## config.mk

```make
export PLATFORM = sky130hd
export DESIGN_NAME = substring_search_with_case_fold_unit
export DESIGN_NICKNAME = d
export VERILOG_FILES = /design/src/design/ssf_pkg.sv /design/src/design/ssf_cfg_regs.sv /design/src/design/ssf_match_core.sv /design/src/design/substring_search_with_case_fold_unit.sv
export SDC_FILE = /design/constraint.sdc
export NUM_CORES = 2
export LEC_CHECK = 0
export BUFFER_PORTS_ARGS = -buffer_cell sky130_fd_sc_hd__buf_4
export CORE_ASPECT_RATIO = 0.8
export CORE_MARGIN = 2
export CORE_UTILIZATION = 50
export DETAILED_ROUTE_END_ITERATION = 16
export GPL_ROUTABILITY_DRIVEN = 0
export GPL_TIMING_DRIVEN = 1
export PLACE_DENSITY = 0.76
export SYNTH_ARGS = -nofsm -noshare
export SYNTH_HDL_FRONTEND = slang
export SYNTH_SLANG_ARGS = --single-unit
export TNS_END_PERCENT = 30
```

## constraint.sdc

```tcl
create_clock -name clk -period 11.09 [get_ports clk]
set_clock_uncertainty 0.05 [all_clocks]
set_input_delay 2.7725 -clock clk [delete_from_list [all_inputs] [get_ports clk]]
set_output_delay 2.7725 -clock clk [all_outputs]
set_load 0.005 [all_outputs]
```

## src/design/ssf_pkg.sv

```systemverilog
// Shared types, constants and helpers for the substring search unit.
package ssf_pkg;

  localparam int BYTE_W          = 8;
  localparam int WORD_W          = 64;
  localparam int NUM_WORDS       = 4;
  localparam int WORD_SEL_W      = 2;
  localparam int PATTERN_BYTES   = 32;
  localparam int PAT_IDX_W       = 5;
  localparam int LEN_W           = 6;
  localparam int POS_W           = 16;
  localparam int CFG_INDEX_W     = 3;
  localparam int DEF_MAX_PATTERN = 32;
  localparam int DEF_MAX_TEXT    = 65536;

  typedef enum logic [CFG_INDEX_W-1:0] {
    REG_PAT_LO      = 3'd0,
    REG_PAT_MID_LO  = 3'd1,
    REG_PAT_MID_HI  = 3'd2,
    REG_PAT_HI      = 3'd3,
    REG_PAT_LEN     = 3'd4,
    REG_IGNORE_CASE = 3'd5
  } cfg_reg_t;

  typedef struct packed {
    logic [BYTE_W-1:0] text_byte;
    logic              is_last;
  } in_item_t;

  typedef struct packed {
    logic             found;
    logic [POS_W-1:0] match_start;
  } out_item_t;

  typedef struct packed {
    logic             len_zero;
    logic             len_ok;
    logic [LEN_W-1:0] len;
    logic             ignore_case;
  } pat_ctrl_t;

  function automatic logic [BYTE_W-1:0] fold_byte(input logic [BYTE_W-1:0] b,
                                                  input logic en);
    if (en && (b inside {[8'h61:8'h7A]})) begin
      return b - 8'h20;
    end
    return b;
  endfunction

endpackage

```

## src/design/ssf_cfg_regs.sv

```systemverilog
// Configuration registers and the registered, right-aligned copy of the pattern.
module ssf_cfg_regs #(
  parameter int MAX_PATTERN = ssf_pkg::DEF_MAX_PATTERN
) (
  input  logic                            clk,
  input  logic                            rst,
  input  logic                            cfg_we,
  input  logic [ssf_pkg::CFG_INDEX_W-1:0] cfg_index,
  input  logic [ssf_pkg::WORD_W-1:0]      cfg_wdata,
  output ssf_pkg::pat_ctrl_t              ctrl,
  output logic [ssf_pkg::BYTE_W-1:0]      pat_aligned [MAX_PATTERN],
  output logic [MAX_PATTERN-1:0]          pat_mask
);
  import ssf_pkg::*;

  logic [WORD_W-1:0] pat_words [NUM_WORDS];
  logic [LEN_W-1:0]  pat_len;
  logic              ign;

  logic [BYTE_W-1:0]      pat_bytes [PATTERN_BYTES];
  logic [BYTE_W-1:0]      aligned_next [MAX_PATTERN];
  logic [MAX_PATTERN-1:0] mask_next;
  logic [LEN_W-1:0]       src_idx [MAX_PATTERN];
  pat_ctrl_t              ctrl_next;

  always_ff @(posedge clk) begin
    if (rst) begin
      for (int w = 0; w < NUM_WORDS; w++) begin
        pat_words[w] <= '0;
      end
      pat_len <= '0;
      ign     <= 1'b0;
    end else if (cfg_we) begin
      case (cfg_reg_t'(cfg_index))
        REG_PAT_LO, REG_PAT_MID_LO, REG_PAT_MID_HI, REG_PAT_HI: begin
          pat_words[cfg_index[WORD_SEL_W-1:0]] <= cfg_wdata;
        end
        REG_PAT_LEN:     pat_len <= cfg_wdata[LEN_W-1:0];
        REG_IGNORE_CASE: ign     <= cfg_wdata[0];
        default: ;
      endcase
    end
  end

  always_comb begin
    for (int k = 0; k < PATTERN_BYTES; k++) begin
      pat_bytes[k] = pat_words[WORD_SEL_W'(k >> 3)][(k & 7) * BYTE_W +: BYTE_W];
    end
    for (int j = 0; j < MAX_PATTERN; j++) begin
      src_idx[j]      = pat_len - LEN_W'(1) - LEN_W'(j);
      mask_next[j]    = LEN_W'(j) < pat_len;
      aligned_next[j] = fold_byte(pat_bytes[src_idx[j][PAT_IDX_W-1:0]], ign);
    end
    ctrl_next.len_zero    = (pat_len == '0);
    ctrl_next.len_ok      = (pat_len != '0) && (pat_len <= LEN_W'(MAX_PATTERN));
    ctrl_next.len         = pat_len;
    ctrl_next.ignore_case = ign;
  end

  always_ff @(posedge clk) begin
    if (rst) begin
      pat_mask <= '0;
      ctrl     <= '{len_zero: 1'b1, len_ok: 1'b0, len: '0, ignore_case: 1'b0};
    end else begin
      pat_mask <= mask_next;
      ctrl     <= ctrl_next;
    end
  end

  always_ff @(posedge clk) begin
    for (int j = 0; j < MAX_PATTERN; j++) begin
      pat_aligned[j] <= aligned_next[j];
    end
  end

endmodule

```

## src/design/ssf_match_core.sv

```systemverilog
// Input register, text window and position state, parallel compare and result register.
module ssf_match_core #(
  parameter int MAX_PATTERN = ssf_pkg::DEF_MAX_PATTERN,
  parameter int MAX_TEXT    = ssf_pkg::DEF_MAX_TEXT
) (
  input  logic                       clk,
  input  logic                       rst,
  input  logic                       in_valid,
  output logic                       in_ready,
  input  ssf_pkg::in_item_t          in_data,
  output logic                       out_valid,
  input  logic                       out_ready,
  output ssf_pkg::out_item_t         out_data,
  input  ssf_pkg::pat_ctrl_t         ctrl,
  input  logic [ssf_pkg::BYTE_W-1:0] pat_aligned [MAX_PATTERN],
  input  logic [MAX_PATTERN-1:0]     pat_mask
);
  import ssf_pkg::*;

  localparam logic [POS_W-1:0] POS_MAX = POS_W'(MAX_TEXT - 1);

  logic     s1_valid;
  in_item_t s1_item;
  logic     advance;

  logic [BYTE_W-1:0] window [MAX_PATTERN];
  logic [POS_W-1:0]  pos;
  logic              zero_seen;
  logic [POS_W-1:0]  first_zero;
  logic              done;

  logic [BYTE_W-1:0]      win_next [MAX_PATTERN];
  logic                   zero_seen_next;
  logic [POS_W-1:0]       first_zero_next;
  logic [POS_W-1:0]       pos_next;
  logic [POS_W:0]         end_count;
  logic [POS_W:0]         start_wide;
  logic [POS_W-1:0]       start;
  logic                   reach;
  logic                   blocked;
  logic [MAX_PATTERN-1:0] eq;
  logic                   hit;
  logic                   emit_found;
  logic                   emit_none;
  out_item_t              result;

  assign advance  = s1_valid && (!out_valid || out_ready);
  assign in_ready = !s1_valid || !out_valid || out_ready;

  always_ff @(posedge clk) begin
    if (rst) begin
      s1_valid <= 1'b0;
    end else if (in_ready) begin
      s1_valid <= in_valid;
    end
  end

  always_ff @(posedge clk) begin
    if (in_valid && in_ready) begin
      s1_item <= in_data;
    end
  end

  always_comb begin
    win_next[0] = s1_item.text_byte;
    for (int k = 1; k < MAX_PATTERN; k++) begin
      win_next[k] = window[k-1];
    end
    zero_seen_next  = zero_seen || (s1_item.text_byte == '0);
    first_zero_next = ((s1_item.text_byte == '0) && !zero_seen) ? pos : first_zero;
    pos_next        = (pos < POS_MAX) ? pos + POS_W'(1) : pos;

    end_count  = {1'b0, pos} + (POS_W+1)'(1);
    reach      = end_count >= (POS_W+1)'(ctrl.len);
    start_wide = end_count - (POS_W+1)'(ctrl.len);
    start      = start_wide[POS_W-1:0];
    blocked    = zero_seen_next && (first_zero_next <= start);

    for (int j = 0; j < MAX_PATTERN; j++) begin
      eq[j] = !pat_mask[j] ||
              (fold_byte(win_next[j], ctrl.ignore_case) == pat_aligned[j]);
    end
    hit = ctrl.len_ok && reach && !blocked && (&eq);

    emit_found = !done && (ctrl.len_zero || hit);
    emit_none  = !done && !emit_found && s1_item.is_last;

    result.found       = emit_found;
    result.match_start = (emit_found && !ctrl.len_zero) ? start : '0;
  end

  always_ff @(posedge clk) begin
    if (rst) begin
      pos        <= '0;
      zero_seen  <= 1'b0;
      first_zero <= '0;
      done       <= 1'b0;
    end else if (advance) begin
      if (s1_item.is_last) begin
        pos        <= '0;
        zero_seen  <= 1'b0;
        first_zero <= '0;
        done       <= 1'b0;
      end else begin
        pos        <= pos_next;
        zero_seen  <= zero_seen_next;
        first_zero <= first_zero_next;
        done       <= done || emit_found;
      end
    end
  end

  always_ff @(posedge clk) begin
    if (advance) begin
      for (int k = 0; k < MAX_PATTERN; k++) begin
        window[k] <= win_next[k];
      end
    end
  end

  always_ff @(posedge clk) begin
    if (rst) begin
      out_valid <= 1'b0;
    end else if (advance && (emit_found || emit_none)) begin
      out_valid <= 1'b1;
    end else if (out_ready) begin
      out_valid <= 1'b0;
    end
  end

  always_ff @(posedge clk) begin
    if (advance && (emit_found || emit_none)) begin
      out_data <= result;
    end
  end

endmodule

```

## src/design/substring_search_with_case_fold_unit.sv

```systemverilog
// Top level of the streaming substring search unit with optional ASCII case folding.
//
// Text enters one byte per transfer on the in channel; is_last marks the final
// byte of a text and returns the position counter and match state to a new text.
// Each text yields at most one transfer on the out channel: the start position of
// the first match, or found low when the text ends without one.
// A byte is registered in the input register at its transfer, compared against the
// whole pattern window there, and its result is then held in the output register.
// One byte can be taken every cycle while the output register is empty or its result
// is taken; the rate is set by the combinational window compare between the input and
// output registers. The output register parts the channels: while a result waits, one
// more byte is held in the input register and further bytes wait until the result is
// taken. The user is to write registers through the write port only while no byte is
// in flight; the block does not enforce it. A byte may be transferred in the cycle
// after a write. Reset clears the registers, the text state and both pipeline stages;
// no result is pending after reset.
module substring_search_with_case_fold_unit #(
  parameter int MAX_PATTERN = ssf_pkg::DEF_MAX_PATTERN,
  parameter int MAX_TEXT    = ssf_pkg::DEF_MAX_TEXT
) (
  input  logic                            clk,
  input  logic                            rst,
  input  logic                            in_valid,
  output logic                            in_ready,
  input  ssf_pkg::in_item_t               in_data,
  output logic                            out_valid,
  input  logic                            out_ready,
  output ssf_pkg::out_item_t              out_data,
  input  logic                            cfg_we,
  input  logic [ssf_pkg::CFG_INDEX_W-1:0] cfg_index,
  input  logic [ssf_pkg::WORD_W-1:0]      cfg_wdata
);
  import ssf_pkg::*;

  pat_ctrl_t              ctrl;
  logic [BYTE_W-1:0]      pat_aligned [MAX_PATTERN];
  logic [MAX_PATTERN-1:0] pat_mask;

  ssf_cfg_regs #(
    .MAX_PATTERN(MAX_PATTERN)
  ) u_cfg (
    .clk        (clk),
    .rst        (rst),
    .cfg_we     (cfg_we),
    .cfg_index  (cfg_index),
    .cfg_wdata  (cfg_wdata),
    .ctrl       (ctrl),
    .pat_aligned(pat_aligned),
    .pat_mask   (pat_mask)
  );

  ssf_match_core #(
    .MAX_PATTERN(MAX_PATTERN),
    .MAX_TEXT   (MAX_TEXT)
  ) u_core (
    .clk        (clk),
    .rst        (rst),
    .in_valid   (in_valid),
    .in_ready   (in_ready),
    .in_data    (in_data),
    .out_valid  (out_valid),
    .out_ready  (out_ready),
    .out_data   (out_data),
    .ctrl       (ctrl),
    .pat_aligned(pat_aligned),
    .pat_mask   (pat_mask)
  );

  a_ready_when_out_empty: assert property (@(posedge clk) disable iff (rst)
    !out_valid |-> in_ready)
    else $error("input stalled while the output register is empty");

  a_not_found_zero_start: assert property (@(posedge clk) disable iff (rst)
    (out_valid && !out_data.found) |-> (out_data.match_start == '0))
    else $error("not-found result carries a nonzero start position");

  a_reset_clears_output: assert property (@(posedge clk)
    $past(rst) |-> !out_valid)
    else $error("result pending right after reset");

endmodule

```

Yosys cells after proc, flatten, opt, wreduce, memory -nomap -nowiden
Memories as Yosys holds them, arrays and structs flattened. Cells that the tools add are included.

Register bits after elaboration: 366. Output and inout bits: 19. Memories kept: 2. Bits in writable memories: 512. Word-level logic and storage cells: 953. Input port bits: 81.

Reduce and logical (&&, ||, !) cells: 231. Eq/ne operators: 37. Multiplexer cells: 307. $add $sub $neg: 99. Bitwise logic cells: 32. Magnitude comparators: 196.

Memories: u_cfg.pat_words (words 4, width 64, read ports 4, clocked after memory_dff 0, wr ports 4, line ssf_cfg_regs.sv:16) `logic [WORD_W-1:0] pat_words [NUM_WORDS];`; u_core.window (words 32, width 8, read ports 31, clocked after memory_dff 0, wr ports 32, line ssf_match_core.sv:26) `logic [BYTE_W-1:0] window [MAX_PATTERN];`.

Operators with widths (count): two-way mux 8 bit (192); binary-select mux 8 bit (select 5 bit) (32); >= comparator 8 x 7 -> 1 bit, second input constant (64); <= comparator 8 x 7 -> 1 bit, second input constant (64); subtractor 8 x 6 -> 8 bit, second input constant (64); equality test 8 bit (32); >= comparator 6 bit, second input constant (32); NOT 5 -> 6 bit (32); logical AND 1 bit (141); less-than comparator 5 x 6 -> 1 bit, first input constant (16); subtractor 5 bit, second input constant (16); two-way mux 1 bit (77); two-way mux 16 bit (4); two-way mux 64 bit (1); OR reduction 64 bit (1); less-than comparator 4 x 6 -> 1 bit, first input constant (8); subtractor 5 x 4 -> 5 bit, second input constant (8); zero test 1 bit (39); logical OR 1 bit (39); AND reduction 32 bit (1); less-than comparator 3 x 6 -> 1 bit, first input constant (4); subtractor 5 x 3 -> 5 bit, second input constant (4); adder 16 x 1 -> 17 bit, second input constant (1); >= comparator 17 x 6 -> 1 bit (1); 20 further kinds (29).

Logic depth before layout (Yosys ltp)
Depth in word-level cells: 17. Depth in mapped cells: 22. Gate-level depth less buffers: 21.

Hierarchy
Synthesis repeated with hierarchy kept, for this count alone.

Cell total of the unflattened synthesis: 4774. Area total of the unflattened synthesis: 52972.1 sq um.

By module, submodules not included: ssf_cfg_regs (seq. area each 13753.2 sq um, cells each 3243, times used 1, area each 35775.6 sq um); ssf_match_core (seq. area each 8948.6 sq um, cells each 1531, times used 1, area each 17196.5 sq um).

Least setup slack after synthesis
No wires, ideal clock.

Path type: input -> register. Start point: input port out_ready. End point: register u_core.pos[11]. Path buffers: 1. Setup time: 0.132 ns. Stages: 7. Slack: 1.118 ns. Arrival: 9.790 ns. Required time: 10.908 ns. Path through: nand2b_1 > nand2_1 > inv_1 > o21ai_0 > clkbuf_1 > o21ai_0 > a21oi_1.

Longest elaborated chain between the ends: 3.

Ends and longest elaborated chain: start: declaration (line substring_search_with_case_fold_unit.sv:27) `input logic out_ready,`; logical OR 1 bit (line ssf_match_core.sv:47) `assign advance = s1_valid && (!out_valid || out_ready);`; logical AND 1 bit (line ssf_match_core.sv:47); via u_core.advance (line ssf_match_core.sv:24) `logic advance;`; AND reduction 2 bit (no source line); end signal: assignment (line ssf_match_core.sv:105) `pos <= pos_next;`; end: declaration (line ssf_match_core.sv:27) `logic [POS_W-1:0] pos;`.

The timed path passes the listed nets, and every way through them passes these cells. A chain may end at the register's enable or synchronous reset.

Worst setup path in the final report
Start point: register u_core.pos[0]. End point: register u_core.out_data[5] (netlist name).

Longest elaborated chain between the ends: 14. Elaborated cells between the ends (all ways): 17. Those cells by class: 2 x add/sub; 2 x order compare; 1 x mux; 12 x reduce/logical.

Ends and longest elaborated chain: adder 16 x 1 -> 17 bit (line ssf_match_core.sv:73) `end_count = {1'b0, pos} + (POS_W+1)'(1);`; subtractor 16 x 6 -> 16 bit (line ssf_match_core.sv:75) `start_wide = end_count - (POS_W+1)'(ctrl.len);`; <= comparator 16 bit (line ssf_match_core.sv:77) `blocked = zero_seen_next && (first_zero_next <= start);`; logical AND 1 bit (line ssf_match_core.sv:77); zero test 1 bit (line ssf_match_core.sv:83) `hit = ctrl.len_ok && reach && !blocked && (&eq);`; logical AND 1 bit * (2 in series) (line ssf_match_core.sv:83); logical OR 1 bit * (line ssf_match_core.sv:85) `emit_found = !done && (ctrl.len_zero || hit);`; logical AND 1 bit * (line ssf_match_core.sv:85); zero test 1 bit (line ssf_match_core.sv:86) `emit_none = !done && !emit_found && s1_item.is_last;`; logical AND 1 bit (2 in series) (line ssf_match_core.sv:86); logical OR 1 bit * (line ssf_match_core.sv:132) `if (advance && (emit_found || emit_none)) begin`; logical AND 1 bit * (line ssf_match_core.sv:132).

Mark *: on every way between the ends. The rest lies on a longest branch, timed or not.

==> flow_summary.ini <==
[cts]
tritoncts = done
clk_pin_slew_ns = 0.06
cts-buffers-inserted = 86
hold_buffers = 0
cts_sinks = 869
cts.htree.levels = 3
insertion_delay_ns = 0.72
clk_path_buf_depth = 3
post_cts_buffers = 0
cts_root_buffer = clkbuf_16
cts_resized = 0

[hold_path]
hold_path_end = u_core.window[0][70]
holdPathStages = 0
hp-class = flip-flop to flip-flop
holdCritStartpoint = u_core.window[0][62]

[die]
io_pins = 100
die_h_microns = 288
start_util_pct = 50.2
rows = 104
die_area_sq_um = 103000
core_sq_um = 100000
fp.dieW_microns = 359

[timing]
finalSetupTns_ns = 0
finalSetupViolCount = 0
hold_ws_ns = 0.424
fin_crit_sh_pct = 56.6
worst_pin_slew_ns = 1.65
fmax_mhz = 159
relSlewSlack_pct = -11.4
rsz0062_at_grt = false
worst_slack_ns = 4.81
finalHoldViolations = 0
slew_violations = 4
min_period_ns = 6.28

[yosys]
ys.flop_type = edfxtp_1
ys_types = 86
synthCells = 4277
yosysTopAreaCellShare_pct = 31.6
synth_top_cell_by_area = edfxtp_1
synth-edff-count = 530
yosysWarnings = 0
synth_fp_nets = 4465
synthTopCellsByArea = edfxtp_1 32%, dfxtp_1 13%, mux4_2 13%
synth-seq-cells = 869
ys_async_sr_fraction_pct = 0
netlist_area_sq_um = 50300
seq_area_frac_synth_pct = 45.1
syn_area_per_cell_sq_um = 11.8

[setup_path]
rr_worst_depth = 19
crit_family = compound AO/OA/AOI/OAI gates
r2r-end = u_core.out_data[5]
rrSetupSlack_ns = 4.81
cpMaxStageDelayCell = a211oi_2
cp.buffers_inverters = 0
required_ns = 11.35
worstPathArrival_ns = 6.53
crit_chain = ha_1 > xor2_1 > ha_1 > nor2b_1 > o21ai_0 > a21oi_1 > o21a_1 > nor2_1 > mux2i_1 > o32ai_1 > xnor2_1 > ha_1 > nand4_1 > nor4_1 > a2111oi_0 > o2111ai_1 > nor3_1 > a41oi_1 > a211oi_2
critPathMaxStageDelay_ns = 1.18
crit_type = flip-flop to flip-flop
crit_fanout = 17
cp-end-kind = flip-flop
r2r-start = u_core.pos[0]
critical_path.most_common_cell = ha_1
cp-start-kind = flip-flop

[power_and_ir_drop]
p_leak_nw = 21.0
pwr-share-clk_pct = 31.6
swShare_pct = 33.3
power.switching_mw = 3.27
p_total_mw = 9.81
power_density_nw_per_um2 = 177
vdd_drop_max_mv = 0.138
pwr-share-seq_pct = 42.5
p_int_mw = 6.54
p_comb_share_pct = 25.9

[place]
placed_area_sq_um = 52300
io_buffers = 99
dp.cells = 5549
dp_hpwl_mm = 123
pre_cts_slack_ns = 4.97

[route]
ant_nets = 0
wl_per_cell_microns = 28.4
drc = 0
drt_iter0_drc = 5525
drt_pass1_iterations = 9
dr_total_vias = 37600
vias_per_cell = 6.57
routed_wl_mm = 162

[finish]
final_layout_size_suffix_gt1_share_pct = 19.0
n_fill_cell = 8095
mostFrequentLayoutCells = 530 x edfxtp_1, 451 x mux2i_1, 380 x nor2_1
synthToLayoutAreaGrowth_pct = 10.0
final_nets = 4500
layout_commonest_cell = edfxtp_1
final_area_sq_um = 55400
postLayoutCoreUtil_pct = 55.3
final_cells = 5719

[global_routing]
grt.total_usage_pct = 31.2
antenna_found_initial = 21
grt_pass1_wl_mm = 233
grt_pass1_vias = 34900
grt_max_degree = 170
grt.overflow.total = 0

[run_status]
status = finished, violations left
violations = capacitance limit, slew limit

[flow_run]
max_cap_violations = 2
[logic make-up after synthesis]
logic type,Yosys count,synth area share [%]
AND/OR/NAND/NOR,1121,10.2
multiplexers,910,25.7
flip-flops,869,45.1
AO/OA/AOI/OAI,525,6.73
buffers and inverters,426,3.66
XOR/XNOR,319,5.95
adder cells (fa/ha/maj),107,2.67
[state kept, by name, summed over array words and instances (netlist names)]
name and flops:
u_cfg.pat_len 6, u_core.pos 16, u_cfg.ign 1, u_cfg.ctrl 8, u_cfg.pat_words 256, u_core.zero_seen 1
u_cfg.pat_aligned 256, u_core.done 1, u_core.out_data 17, u_core.s1_item 9, u_cfg.pat_mask 32, u_core.s1_valid 1
u_core.first_zero 16, u_core.out_valid 1, u_core.window 248
[how the worst max path moves through the flow]
stage	slack (ns)	from	cells past startpoint	to
global route	4.32	u_core.pos[0]	18	u_core.out_data[5]
finish	4.81	u_core.pos[0]	19	u_core.out_data[5]
detailed placement	4.97	u_core.pos[0]	18	u_core.out_data[4]
global placement	5.02	out_ready	4	in_ready
CTS	4.93	u_core.pos[0]	18	u_core.out_data[4]
floorplan	1.12	out_ready	7	u_core.pos[11]
[layer usage]
layer / routed length [microns] / part of all wire (%) / global-route usage, %
met2: 67300 / 42 / 44.4
met3: 23300 / 14 / 13.9
met1: 60500 / 37 / 39.9
met5: 740 / 0.46 / 2.23
met4: 10300 / 6.3 / 15.8
[worst register-to-register path, delay by kind of cell, from the launching register on]
family,cells,cell delay [ns]
simple gates,5,1.01
compound gates,8,2.74
mux,1,0.24
flops,1,0.46
fa+ha+maj,3,0.90
xor+xnor,2,0.45
[power by group through the flow]
stage / sequential, mW / combinational, mW / clock [mW]
3_5_place_dp: 4.22 / 2.37 / 0
2_1_floorplan: 4.08 / 1.61 / 0
6_report: 4.16 / 2.54 / 3.10
3_3_place_gp: 4.20 / 2.31 / 0
5_1_grt: 4.19 / 2.61 / 3.23
4_1_cts: 4.15 / 2.39 / 3.11
[cell usage after synthesis (all sizes together) (8+ instances only)]
master	n
a211oi	16
a21bo	19
a21o	37
a21oi	152
a22oi	16
a31oi	25
and2	9
and3	13
buf	130
clkbuf	79
dfxtp	339
edfxtp	530
ha	106
inv	217
mux2	171
mux2i	451
mux4	288
nand2	354
nand2b	15
nand3	73
nand4	24
nand4b	9
nor2	380
nor2b	22
nor3	88
nor4	47
nor4b	9
o211ai	11
o21a	10
o21ai	129
o221ai	8
o31ai	17
o41ai	13
or2	12
or3	26
or4	16
xnor2	194
xor2	121
[layout make-up]
cell class                 instances  area (sq um)  share of cell area [%]
antenna                            8          20.0                  0.0361
sequential                       869         22700                    41.0
clock inverter                    37           502                   0.906
multi-input combinational       2982         25900                    46.8
inverter                         217           827                    1.49
tap                             1325          1660                    2.99
timing repair buffer             156          1210                    2.18
clock buffer                     125          2520                    4.54
No activity file was read; power rests on OpenSTA's default activity.
